[src/vpa_pkg.sv]
// ----------------------------------------------------------------------------
// vpa_pkg: shared types and constants of the partition allocator
// Holds the request modes, result codes, controller states and the command
// and status structs between controller and datapath.
// ----------------------------------------------------------------------------
package vpa_pkg;

	localparam int TABLE_ENTRIES_DEF = 32;
	localparam int MEMORY_UNITS_DEF  = 1024;
	localparam int INITIAL_BLOCKS    = 8;

	localparam int MODE_W   = 3;
	localparam int OWNER_W  = 8;
	localparam int REQ_W    = 11;
	localparam int STATUS_W = 2;
	localparam int INDEX_W  = 5;
	localparam int FRAG_W   = 11;

	typedef enum logic [MODE_W-1:0] {
		MODE_REINIT = 3'd0,
		MODE_FIRST  = 3'd1,
		MODE_BEST   = 3'd2,
		MODE_WORST  = 3'd3,
		MODE_FREE   = 3'd4,
		MODE_FRAG   = 3'd5
	} mode_t;

	typedef enum logic [STATUS_W-1:0] {
		ST_OK      = 2'd0,
		ST_BADSIZE = 2'd1,
		ST_NOFIT   = 2'd2
	} status_t;

	typedef enum logic [3:0] {
		S_IDLE,
		S_INIT,
		S_SEARCH,
		S_TAKE,
		S_SHIFT,
		S_SPLIT,
		S_FREE,
		S_SUM,
		S_DIV,
		S_HOLES,
		S_DONE
	} state_t;

	// controller -> datapath
	typedef struct packed {
		logic load;      // capture request
		logic clr_idx;   // scan index to 0
		logic inc_idx;   // scan index + 1
		logic init_step; // write reset entry at scan index
		logic init_end;  // set active count to 8
		logic search;    // evaluate fit candidate
		logic take;      // mark picked entry used
		logic shift_set; // scan index to active count
		logic shift_step;// move entry idx-1 to idx, idx - 1
		logic split;     // write remainder, resize pick
		logic free_step; // free entry at scan index if owner matches
		logic sum_step;  // accumulate used entry
		logic div_start; // start average divide
		logic div_step;  // one quotient bit
		logic hole_step; // accumulate small free entry
		logic set_status;// latch status code
		logic present;   // copy result into output register
		status_t status;
	} cmd_t;

	// datapath -> controller
	typedef struct packed {
		logic    idx_end;   // scan index reached active count or table end
		logic    req_zero;
		logic    found;
		logic    first_hit; // current entry is free and large enough
		logic    need_split;
		logic    shift_done;
		logic    div_done;
		logic    avg_zero;
		logic    used_none;
		logic    init_done;
	} sts_t;

endpackage

[src/vpa_ctrl.sv]
// ----------------------------------------------------------------------------
// vpa_ctrl: request sequencer
// Steps the datapath through one request and presents one result.
// ----------------------------------------------------------------------------
module vpa_ctrl (
	input  logic            clk,
	input  logic            arst_n,
	input  logic            in_valid,
	output logic            in_ready,
	input  vpa_pkg::mode_t  mode,
	output logic            out_valid,
	input  logic            out_ready,
	output vpa_pkg::cmd_t   cmd,
	input  vpa_pkg::sts_t   sts
);
	import vpa_pkg::*;

	state_t state_q, state_d;
	mode_t  mode_q;
	logic   ov_q, ov_d;

	always_ff @(posedge clk or negedge arst_n) begin
		if (!arst_n) begin
			state_q <= S_IDLE;
			ov_q    <= 1'b0;
			mode_q  <= MODE_REINIT;
		end else begin
			state_q <= state_d;
			ov_q    <= ov_d;
			if (in_valid && in_ready) mode_q <= mode;
		end
	end

	assign out_valid = ov_q;
	// next request may enter while the previous result waits
	assign in_ready  = (state_q == S_IDLE);

	always_comb begin
		state_d = state_q;
		ov_d    = ov_q && !out_ready;
		cmd     = '0;
		cmd.status = ST_OK;
		case (state_q)
			S_IDLE: begin
				if (in_valid) begin
					cmd.load    = 1'b1;
					cmd.clr_idx = 1'b1;
					case (mode)
						MODE_REINIT: state_d = S_INIT;
						MODE_FIRST, MODE_BEST, MODE_WORST: state_d = S_SEARCH;
						MODE_FREE:   state_d = S_FREE;
						MODE_FRAG:   state_d = S_SUM;
						default:     state_d = S_DONE;
					endcase
				end
			end
			S_INIT: begin
				cmd.init_step = 1'b1;
				cmd.inc_idx   = 1'b1;
				if (sts.init_done) begin
					cmd.init_end = 1'b1;
					state_d = S_DONE;
				end
			end
			S_SEARCH: begin
				if (sts.req_zero) begin
					cmd.set_status = 1'b1;
					cmd.status     = ST_BADSIZE;
					state_d = S_DONE;
				end else if (sts.idx_end || (mode_q == MODE_FIRST && sts.found)) begin
					if (sts.found) state_d = S_TAKE;
					else begin
						cmd.set_status = 1'b1;
						cmd.status     = ST_NOFIT;
						state_d = S_DONE;
					end
				end else begin
					cmd.search  = 1'b1;
					cmd.inc_idx = 1'b1;
				end
			end
			S_TAKE: begin
				cmd.take = 1'b1;
				if (sts.need_split) begin
					cmd.shift_set = 1'b1;
					state_d = S_SHIFT;
				end else state_d = S_DONE;
			end
			S_SHIFT: begin
				if (sts.shift_done) state_d = S_SPLIT;
				else cmd.shift_step = 1'b1;
			end
			S_SPLIT: begin
				cmd.split = 1'b1;
				state_d = S_DONE;
			end
			S_FREE: begin
				if (sts.idx_end) state_d = S_DONE;
				else begin
					cmd.free_step = 1'b1;
					cmd.inc_idx   = 1'b1;
				end
			end
			S_SUM: begin
				if (sts.idx_end) begin
					if (sts.used_none) state_d = S_DONE;
					else begin
						cmd.div_start = 1'b1;
						state_d = S_DIV;
					end
				end else begin
					cmd.sum_step = 1'b1;
					cmd.inc_idx  = 1'b1;
				end
			end
			S_DIV: begin
				if (sts.div_done) begin
					cmd.clr_idx = 1'b1;
					state_d = sts.avg_zero ? S_DONE : S_HOLES;
				end else cmd.div_step = 1'b1;
			end
			S_HOLES: begin
				if (sts.idx_end) state_d = S_DONE;
				else begin
					cmd.hole_step = 1'b1;
					cmd.inc_idx   = 1'b1;
				end
			end
			S_DONE: begin
				if (!ov_q || out_ready) begin
					cmd.present = 1'b1;
					ov_d    = 1'b1;
					state_d = S_IDLE;
				end
			end
			default: state_d = S_IDLE;
		endcase
	end

`ifndef NO_ASSERTIONS
	a_no_accept_busy: assert property (@(posedge clk) disable iff (!arst_n)
		(state_q != S_IDLE) |-> !in_ready) else $error("ready while busy");
	a_done_raises: assert property (@(posedge clk) disable iff (!arst_n)
		(state_q == S_DONE && (!ov_q || out_ready)) |=> out_valid)
		else $error("result not presented");
	a_split_after_shift: assert property (@(posedge clk) disable iff (!arst_n)
		(state_q == S_SPLIT) |-> $past(state_q == S_SHIFT))
		else $error("split without shift");
`endif
endmodule

[src/vpa_dp.sv]
// ----------------------------------------------------------------------------
// vpa_dp: block table and arithmetic
// Block table in flip-flops indexed by a scan counter, fit search, shift,
// free sweep, used-size sum, serial divider and hole sum.
// ----------------------------------------------------------------------------
module vpa_dp #(
	parameter int TABLE_ENTRIES = vpa_pkg::TABLE_ENTRIES_DEF,
	parameter int MEMORY_UNITS  = vpa_pkg::MEMORY_UNITS_DEF
) (
	input  logic                       clk,
	input  logic                       arst_n,
	input  vpa_pkg::mode_t             mode,
	input  logic [vpa_pkg::OWNER_W-1:0] owner_id,
	input  logic [vpa_pkg::REQ_W-1:0]  req_units,
	input  vpa_pkg::cmd_t              cmd,
	output vpa_pkg::sts_t              sts,
	output logic [vpa_pkg::STATUS_W-1:0] status,
	output logic [vpa_pkg::INDEX_W-1:0]  slot_index,
	output logic [vpa_pkg::FRAG_W-1:0]   hole_total
);
	import vpa_pkg::*;

	localparam int IW   = $clog2(TABLE_ENTRIES);
	localparam int CW   = $clog2(TABLE_ENTRIES + 1);
	localparam int UW   = $clog2(MEMORY_UNITS + 1);
	localparam int PART = MEMORY_UNITS / INITIAL_BLOCKS;
	localparam int SW   = UW + CW;
	localparam int DW   = $clog2(SW + 1);

	// flip-flop table at scan index, idx-1 for shift, pick/pick+1 for take/split
	logic [UW-1:0]      start_q [TABLE_ENTRIES];
	logic [UW-1:0]      size_q  [TABLE_ENTRIES];
	logic [TABLE_ENTRIES-1:0] free_q;
	logic [OWNER_W-1:0] owner_q [TABLE_ENTRIES];

	logic [CW-1:0]      act_q;
	logic [CW-1:0]      idx_q;
	logic [OWNER_W-1:0] own_q;
	logic [UW-1:0]      want_q;
	logic               zero_q;
	logic               found_q;
	logic [IW-1:0]      pick_q;
	logic [UW-1:0]      psize_q;
	logic [UW-1:0]      pstart_q;
	logic [SW-1:0]      sum_q;
	logic [CW-1:0]      used_q;
	logic [SW-1:0]      rem_q;
	logic [SW-1:0]      quo_q;
	logic [DW-1:0]      dcnt_q;
	logic [UW-1:0]      hole_q;
	logic [STATUS_W-1:0] st_q;
	logic [INDEX_W-1:0] bi_q;
	logic               frag_mode_q;
	mode_t              mode_q;
	logic [STATUS_W-1:0] out_st_q;
	logic [INDEX_W-1:0] out_idx_q;
	logic [FRAG_W-1:0]  out_frag_q;

	logic [IW-1:0] ix;
	logic [IW-1:0] ixm1;
	logic          cur_fit;
	logic          better;
	logic [SW-1:0] rem_sh;

	assign ix      = idx_q[IW-1:0];
	assign ixm1    = ix - IW'(1);
	assign cur_fit = free_q[ix] && (size_q[ix] >= want_q);
	assign better  = (mode_q == MODE_BEST)  ? (size_q[ix] < psize_q) :
	                 (mode_q == MODE_WORST) ? (size_q[ix] > psize_q) : 1'b0;
	assign rem_sh  = {rem_q[SW-2:0], quo_q[SW-1]};

	always_comb begin
		sts = '0;
		sts.idx_end    = (idx_q >= act_q) || (idx_q == CW'(TABLE_ENTRIES));
		sts.req_zero   = zero_q;
		sts.found      = found_q;
		sts.first_hit  = cur_fit;
		sts.need_split = (psize_q != want_q) && (act_q < CW'(TABLE_ENTRIES));
		sts.shift_done = (idx_q <= {1'b0, pick_q} + CW'(1));
		sts.div_done   = (dcnt_q == '0);
		sts.avg_zero   = (quo_q == '0);
		sts.used_none  = (used_q == '0);
		sts.init_done  = (idx_q == CW'(TABLE_ENTRIES - 1));
	end

	always_ff @(posedge clk or negedge arst_n) begin
		if (!arst_n) begin
			act_q <= CW'(INITIAL_BLOCKS);
			for (int k = 0; k < TABLE_ENTRIES; k++) begin
				start_q[k] <= (k < INITIAL_BLOCKS) ? UW'(k * PART) : UW'(MEMORY_UNITS);
				size_q[k]  <= (k < INITIAL_BLOCKS) ? UW'(PART) : '0;
			end
			free_q <= '1;
			idx_q  <= '0;
			st_q   <= '0;
			bi_q   <= '0;
			frag_mode_q <= 1'b0;
			out_st_q    <= '0;
			out_idx_q   <= '0;
			out_frag_q  <= '0;
		end else begin
			if (cmd.clr_idx) idx_q <= '0;
			if (cmd.inc_idx) idx_q <= idx_q + CW'(1);
			if (cmd.load) begin
				st_q <= ST_OK;
				bi_q <= '0;
				frag_mode_q <= (mode == MODE_FRAG);
			end
			if (cmd.set_status) st_q <= cmd.status;
			if (cmd.init_step) begin
				start_q[ix] <= (idx_q < CW'(INITIAL_BLOCKS)) ? UW'(ix) * UW'(PART)
				               : UW'(MEMORY_UNITS);
				size_q[ix]  <= (idx_q < CW'(INITIAL_BLOCKS)) ? UW'(PART) : '0;
				free_q[ix]  <= 1'b1;
			end
			if (cmd.init_end) act_q <= CW'(INITIAL_BLOCKS);
			if (cmd.take) begin
				free_q[pick_q]  <= 1'b0;
				owner_q[pick_q] <= own_q;
				bi_q <= INDEX_W'(pick_q);
			end
			if (cmd.shift_set) idx_q <= act_q;
			if (cmd.shift_step) begin
				start_q[ix] <= start_q[ixm1];
				size_q[ix]  <= size_q[ixm1];
				free_q[ix]  <= free_q[ixm1];
				owner_q[ix] <= owner_q[ixm1];
				idx_q <= idx_q - CW'(1);
			end
			if (cmd.split) begin
				size_q[pick_q]          <= want_q;
				start_q[pick_q + IW'(1)] <= pstart_q + want_q;
				size_q[pick_q + IW'(1)]  <= psize_q - want_q;
				free_q[pick_q + IW'(1)]  <= 1'b1;
				act_q <= act_q + CW'(1);
			end
			if (cmd.free_step && !free_q[ix] && owner_q[ix] == own_q)
				free_q[ix] <= 1'b1;
			// hold the finished result while the next request is worked on
			if (cmd.present) begin
				out_st_q   <= st_q;
				out_idx_q  <= bi_q;
				out_frag_q <= frag_mode_q ? FRAG_W'(hole_q) : '0;
			end
		end
	end

	always_ff @(posedge clk) begin
		if (cmd.load) begin
			mode_q  <= mode;
			own_q   <= owner_id;
			want_q  <= UW'(req_units);
			zero_q  <= (req_units == '0);
			found_q <= 1'b0;
			sum_q   <= '0;
			used_q  <= '0;
			hole_q  <= '0;
			quo_q   <= '0;
		end
		if (cmd.search && cur_fit && (!found_q || better)) begin
			found_q  <= 1'b1;
			pick_q   <= ix;
			psize_q  <= size_q[ix];
			pstart_q <= start_q[ix];
		end
		if (cmd.sum_step && !free_q[ix]) begin
			sum_q  <= sum_q + SW'(size_q[ix]);
			used_q <= used_q + CW'(1);
		end
		// restoring divide sum / used, one quotient bit per cycle
		if (cmd.div_start) begin
			rem_q  <= '0;
			quo_q  <= sum_q;
			dcnt_q <= DW'(SW);
		end
		if (cmd.div_step) begin
			if (rem_sh >= SW'(used_q)) begin
				rem_q <= rem_sh - SW'(used_q);
				quo_q <= {quo_q[SW-2:0], 1'b1};
			end else begin
				rem_q <= rem_sh;
				quo_q <= {quo_q[SW-2:0], 1'b0};
			end
			dcnt_q <= dcnt_q - DW'(1);
		end
		if (cmd.hole_step && free_q[ix] && SW'(size_q[ix]) < quo_q)
			hole_q <= hole_q + size_q[ix];
	end

	assign status     = out_st_q;
	assign slot_index = out_idx_q;
	assign hole_total = out_frag_q;

`ifndef NO_ASSERTIONS
	a_act_bound: assert property (@(posedge clk) disable iff (!arst_n)
		act_q <= CW'(TABLE_ENTRIES)) else $error("active count overflow");
	a_split_grows: assert property (@(posedge clk) disable iff (!arst_n)
		cmd.split |=> act_q == $past(act_q) + CW'(1)) else $error("split count");
	a_take_used: assert property (@(posedge clk) disable iff (!arst_n)
		cmd.take |=> !free_q[$past(pick_q)]) else $error("take failed");
`endif
endmodule

[src/variable_partition_allocator_top.sv]
// ----------------------------------------------------------------------------
// variable_partition_allocator_top: first/best/worst fit block allocator
// Top level joining the request sequencer and the block table datapath.
// ----------------------------------------------------------------------------
// One request transaction yields one result transaction. The table is walked
// one entry per cycle by a single scan counter. A reinit rewrites every entry;
// an allocate scans the active entries, takes the picked block, and on a split
// shifts the later entries up and writes the split before it presents the
// result; a free sweeps the active entries; a fragmentation query sums the
// used sizes, runs the serial divider of width SW that computes the average
// used size (one quotient bit per cycle), then sums the small free holes.
// The result sits in an output register, so the next request is taken while
// it waits; that request's own result then holds the sequencer until the
// output register has been read.
module variable_partition_allocator_top #(
	parameter int TABLE_ENTRIES = vpa_pkg::TABLE_ENTRIES_DEF,
	parameter int MEMORY_UNITS  = vpa_pkg::MEMORY_UNITS_DEF
) (
	input  logic        clk,
	input  logic        arst_n,
	input  logic        s_tvalid,
	output logic        s_tready,
	input  logic [23:0] s_tdata,  // mode[2:0], owner_id[10:3], req_units[21:11], zeros
	output logic        m_tvalid,
	input  logic        m_tready,
	output logic [23:0] m_tdata   // status[1:0], slot_index[6:2], hole_total[17:7], zeros
);
	import vpa_pkg::*;

	cmd_t cmd;
	sts_t sts;
	logic [STATUS_W-1:0] status;
	logic [INDEX_W-1:0]  slot_index;
	logic [FRAG_W-1:0]   hole_total;

	// sequence the request
	vpa_ctrl u_ctrl (
		.clk(clk), .arst_n(arst_n),
		.in_valid(s_tvalid), .in_ready(s_tready),
		.mode(mode_t'(s_tdata[2:0])),
		.out_valid(m_tvalid), .out_ready(m_tready),
		.cmd(cmd), .sts(sts)
	);

	// hold the table and compute
	vpa_dp #(.TABLE_ENTRIES(TABLE_ENTRIES), .MEMORY_UNITS(MEMORY_UNITS)) u_dp (
		.clk(clk), .arst_n(arst_n),
		.mode(mode_t'(s_tdata[2:0])),
		.owner_id(s_tdata[10:3]),
		.req_units(s_tdata[21:11]),
		.cmd(cmd), .sts(sts),
		.status(status), .slot_index(slot_index),
		.hole_total(hole_total)
	);

	assign m_tdata = {6'd0, hole_total, slot_index, status};
endmodule

[config.mk]
export PLATFORM = sky130hd
export DESIGN_NAME = variable_partition_allocator_top
export DESIGN_NICKNAME = d
export VERILOG_FILES = /design/src/vpa_pkg.sv /design/src/vpa_ctrl.sv /design/src/vpa_dp.sv /design/src/variable_partition_allocator_top.sv
export SDC_FILE = /design/constraint.sdc
export NUM_CORES = 2
export LEC_CHECK = 0
export CAP_MARGIN = 40
export CORE_ASPECT_RATIO = 1.5
export CORE_UTILIZATION = 23
export DETAILED_ROUTE_END_ITERATION = 8
export DONT_BUFFER_PORTS = 1
export REMOVE_ABC_BUFFERS = 1
export SLEW_MARGIN = 10
export SYNTH_ARGS = -nofsm -noshare
export SYNTH_HDL_FRONTEND = slang
export SYNTH_SLANG_ARGS = --single-unit
[constraint.sdc]
create_clock -name clk -period 5.9 [get_ports clk]
set_clock_uncertainty 0.1 [all_clocks]
set_input_delay 0.295 -clock clk [delete_from_list [all_inputs] [get_ports clk]]
set_output_delay 0.295 -clock clk [all_outputs]
set_load 0.005 [all_outputs]
==> impl_metrics.env <==
export IMPL_die_area_um2=218000
export IMPL_synth_top_area_share=0.222
export IMPL_area_growth_pct=16.3
export IMPL_worstSetupPathType="register to register"
export IMPL_r2r_cells=21
export IMPL_worstHoldPathCells=6
export IMPL_slew_violations=0
export IMPL_grt_pass1_vias=42300
export IMPL_ys_flop_type="dfrtp_1"
export IMPL_post_place_ws_ns=0.288
export IMPL_final_common_cell="a21oi_1"
export IMPL_cp_max_fo=18
export IMPL_clk_latency_ns=0.71
export IMPL_cp_start_kind="register"
export IMPL_cts_buffer_depth=3
export IMPL_reg2reg_to="u_dp.sum_q[16]$_SDFFCE_PN0P_"
export IMPL_power_density_nw_per_um2=435
export IMPL_synth_seq_cells=798
export IMPL_die_w_um=381
export IMPL_clock_sinks=798
export IMPL_design_core_area_um2=214000
export IMPL_num_rows=208
export IMPL_drc=0
export IMPL_via_count=43000
export IMPL_p_leak_nw=21.5
export IMPL_ctsRootBufferMaster="clkbuf_16"
export IMPL_yosysUniqueCellTypes=90
export IMPL_worst_pin_slew_ns=0.973
export IMPL_postCtsSetupRepairBufs=0
export IMPL_cap_viol_max_count=0
export IMPL_status="completed"
export IMPL_rr_startpoint="u_dp.idx_q[0]$_DFFE_PN0P_"
export IMPL_rsz0062_at_grt="no"
export IMPL_hp_start="s_tdata[1]"
export IMPL_drtIter0Drc=5714
export IMPL_fin_crit_sh=0.981
export IMPL_numCtsBuffers=78
export IMPL_async_flop_share=0.539
export IMPL_critPathRequiredTime_ns=6.24
export IMPL_vdd_ir_drop_max_v=0.000368
export IMPL_initial_utilization=0.232
export IMPL_gp_congestion=0.984
export IMPL_max_freq_ghz=0.173
export IMPL_die_h_um=571
export IMPL_syn_area_um2=49600
export IMPL_grt_antenna_before_repair=4
export IMPL_synth_edf_count=367
export IMPL_fin_util=0.270
export IMPL_regArea_um2=21900
export IMPL_port_buffer_count=0
export IMPL_ant_nets=0
export IMPL_grtUsageTotal=0.186
export IMPL_ys_seq_area_frac=0.440
export IMPL_most_common_layout_cells="a21oi_1 (443), nor2_1 (405), nand2_1 (393)"
export IMPL_setup_viol=0
export IMPL_vias_per_cell=5.73
export IMPL_nets=4723
export IMPL_hpwl_mm=145
export IMPL_dr_wl_met2_mm=101
export IMPL_synth_warnings=0
export IMPL_hold_class="primary input to register"
export IMPL_top_layer="met5"
export IMPL_met3_length_mm=18.7
export IMPL_grt_pass1_wl_mm=301
export IMPL_first_pass_iters=6
export IMPL_io_pins=54
export IMPL_wl_per_cell_um=27.9
export IMPL_synthTopCellsByArea="edfxtp_1 (22%), dfrtp_1 (20%), mux4_2 (13%), mux2i_1 (5.5%), a21oi_1 (4.5%)"
export IMPL_endpoint_kind="register"
export IMPL_yosys_area_top_type="edfxtp_1"
export IMPL_grt_max_degree=436
export IMPL_setup_slack_ns=0.113
export IMPL_worstHoldEndpoint="u_ctrl.state_q[1]$_DFFE_PN0P_"
export IMPL_tns_ns=0
export IMPL_finish_instance_area_um2=57700
export IMPL_cts_htree_levels=3
export IMPL_cts_tree="done"
export IMPL_synth_avg_cell_area_um2=10.7
export IMPL_overflow=0
export IMPL_cts_resized=0
export IMPL_multi_input_area_um2=25800
export IMPL_wl_met1_mm=69.1
export IMPL_final_fill_count=22300
export IMPL_dpl_cell_area_um2=54400
export IMPL_crit_arrival_ns=6.13
export IMPL_slew_headroom=0.351
export IMPL_rrSetupSlack_ns=0.11
export IMPL_fin_crit_ns=5.79
export IMPL_drive_above_1_share=0.192
export IMPL_hold_viol_final=0
export IMPL_syn_instance_count=4637
export IMPL_clk_pin_slew_ns=0.08
export IMPL_postRouteWirelength_mm=209
## where the power goes
part	switching [mW]	internal, mW
clock network	2.58	3.41
logic	6.90	4.59
registers	0.894	6.76
## cell usage after synthesis (all sizes together) (19+ instances only)
cell type and number:
nor4 28, mux4 302, a211oi 120, xor2 19, xnor2 41, edfxtp 367, nand2 393, mux2i 278
nand2b 22, inv 114, a221oi 20, nor2 408, ha 93, o211ai 62, dfrtp 389, dfstp 41
o221ai 138, o22ai 74, o21ai 165, nand4 19, buf 126, a22oi 44, nor3 92, a21oi 451
clkbuf 335, nand3 108, a31oi 134
## kinds of logic after synthesis
group / count (synthesis) / synth area share
simple gates: 1187 / 0.107
xor+xnor: 60 / 0.0106
flops: 798 / 0.440
other cells: 1 / 0.0000756
buf+inv: 576 / 0.0484
compound gates: 1321 / 0.171
fa+ha+maj: 97 / 0.0251
mux: 597 / 0.198
## final cells by class
type / instances / share of cell area
multi-input combinational: 3268 / 0.447
tap: 2835 / 0.0614
antenna: 4 / 0.000173
timing repair buffer: 337 / 0.0537
clock inverter: 49 / 0.0152
inverter: 115 / 0.00748
clock buffer: 95 / 0.0366
sequential: 798 / 0.379
## state kept, by name, summed over array words and instances, names as in the netlist, 6 cells and up
| name | count |
|---|---|
| u_dp.size_q | 352 |
| u_dp.owner_q | 256 |
| u_dp.free_q | 32 |
| u_dp.quo_q | 17 |
| u_dp.sum_q | 17 |
| u_dp.rem_q | 16 |
| u_dp.hole_q | 11 |
| u_dp.hole_total | 11 |
| u_dp.psize_q | 11 |
| u_dp.want_q | 11 |
| u_dp.own_q | 8 |
| u_dp.act_q | 6 |
| u_dp.idx_q | 6 |
| u_dp.used_q | 6 |
## per-stage QoR
step / std cells / hold WS, ns / total power, mW
6_report: 7501 / 0.0581 / 25.1
3_3_place_gp: 7290 / 0.00301 / 18.7
2_1_floorplan: 4181 / -0.101 / 14.1
3_5_place_dp: 7323 / 0.00305 / 18.8
4_1_cts: 7490 / -0.725 / 24.8
5_1_grt: 7498 / 0.114 / 25.9
## worst max-delay path by stage
stage                                   start                            to  slack [ns]
global placement    u_dp.idx_q[0]$_DFFE_PN0P_  u_dp.sum_q[16]$_SDFFCE_PN0P_        0.23
detailed placement  u_dp.idx_q[0]$_DFFE_PN0P_  u_dp.sum_q[16]$_SDFFCE_PN0P_        0.29
CTS                 u_dp.idx_q[0]$_DFFE_PN0P_  u_dp.sum_q[16]$_SDFFCE_PN0P_        0.25
global route        u_dp.idx_q[0]$_DFFE_PN0P_  u_dp.sum_q[16]$_SDFFCE_PN0P_        0.03
floorplan           u_dp.idx_q[0]$_DFFE_PN0P_    u_dp.size_q[185]$_DFF_PN0_      -12.42
finish              u_dp.idx_q[0]$_DFFE_PN0P_  u_dp.sum_q[16]$_SDFFCE_PN0P_        0.11
## repair_timing
item                                   4_1_cts  5_1_grt
setup endpoints to repair                    0        0
hold buffers                                23        1
endpoints found under the hold margin      462      136
## critical path, stage by stage (launching register included)
cell	delay, ns
dfrtp_4	0.76
buf_4	0.26
buf_12	0.19
mux4_2	0.51
a22oi_1	0.45
buf_4	0.19
nand2_1	0.05
nor3_1	0.44
buf_4	0.23
inv_1	0.06
ha_1	0.25
fa_1	0.42
a21o_1	0.17
a21oi_1	0.19
o21bai_1	0.09
a21oi_1	0.19
o21ai_0	0.14
a31o_2	0.28
a31oi_1	0.17
buf_4	0.16
or3_1	0.10
a21oi_1	0.06
## routing by layer
| metal | track usage | vias to the layer above |
|---|---|---|
| met5 | 0 | - |
| met3 | 0.0421 | 898 |
| met1 | 0.197 | 21400 |
| met4 | 0.158 | 2 |
| met2 | 0.315 | 2886 |
| li1 | - | 17700 |
Note: power is estimated with default switching activity, not from simulation.
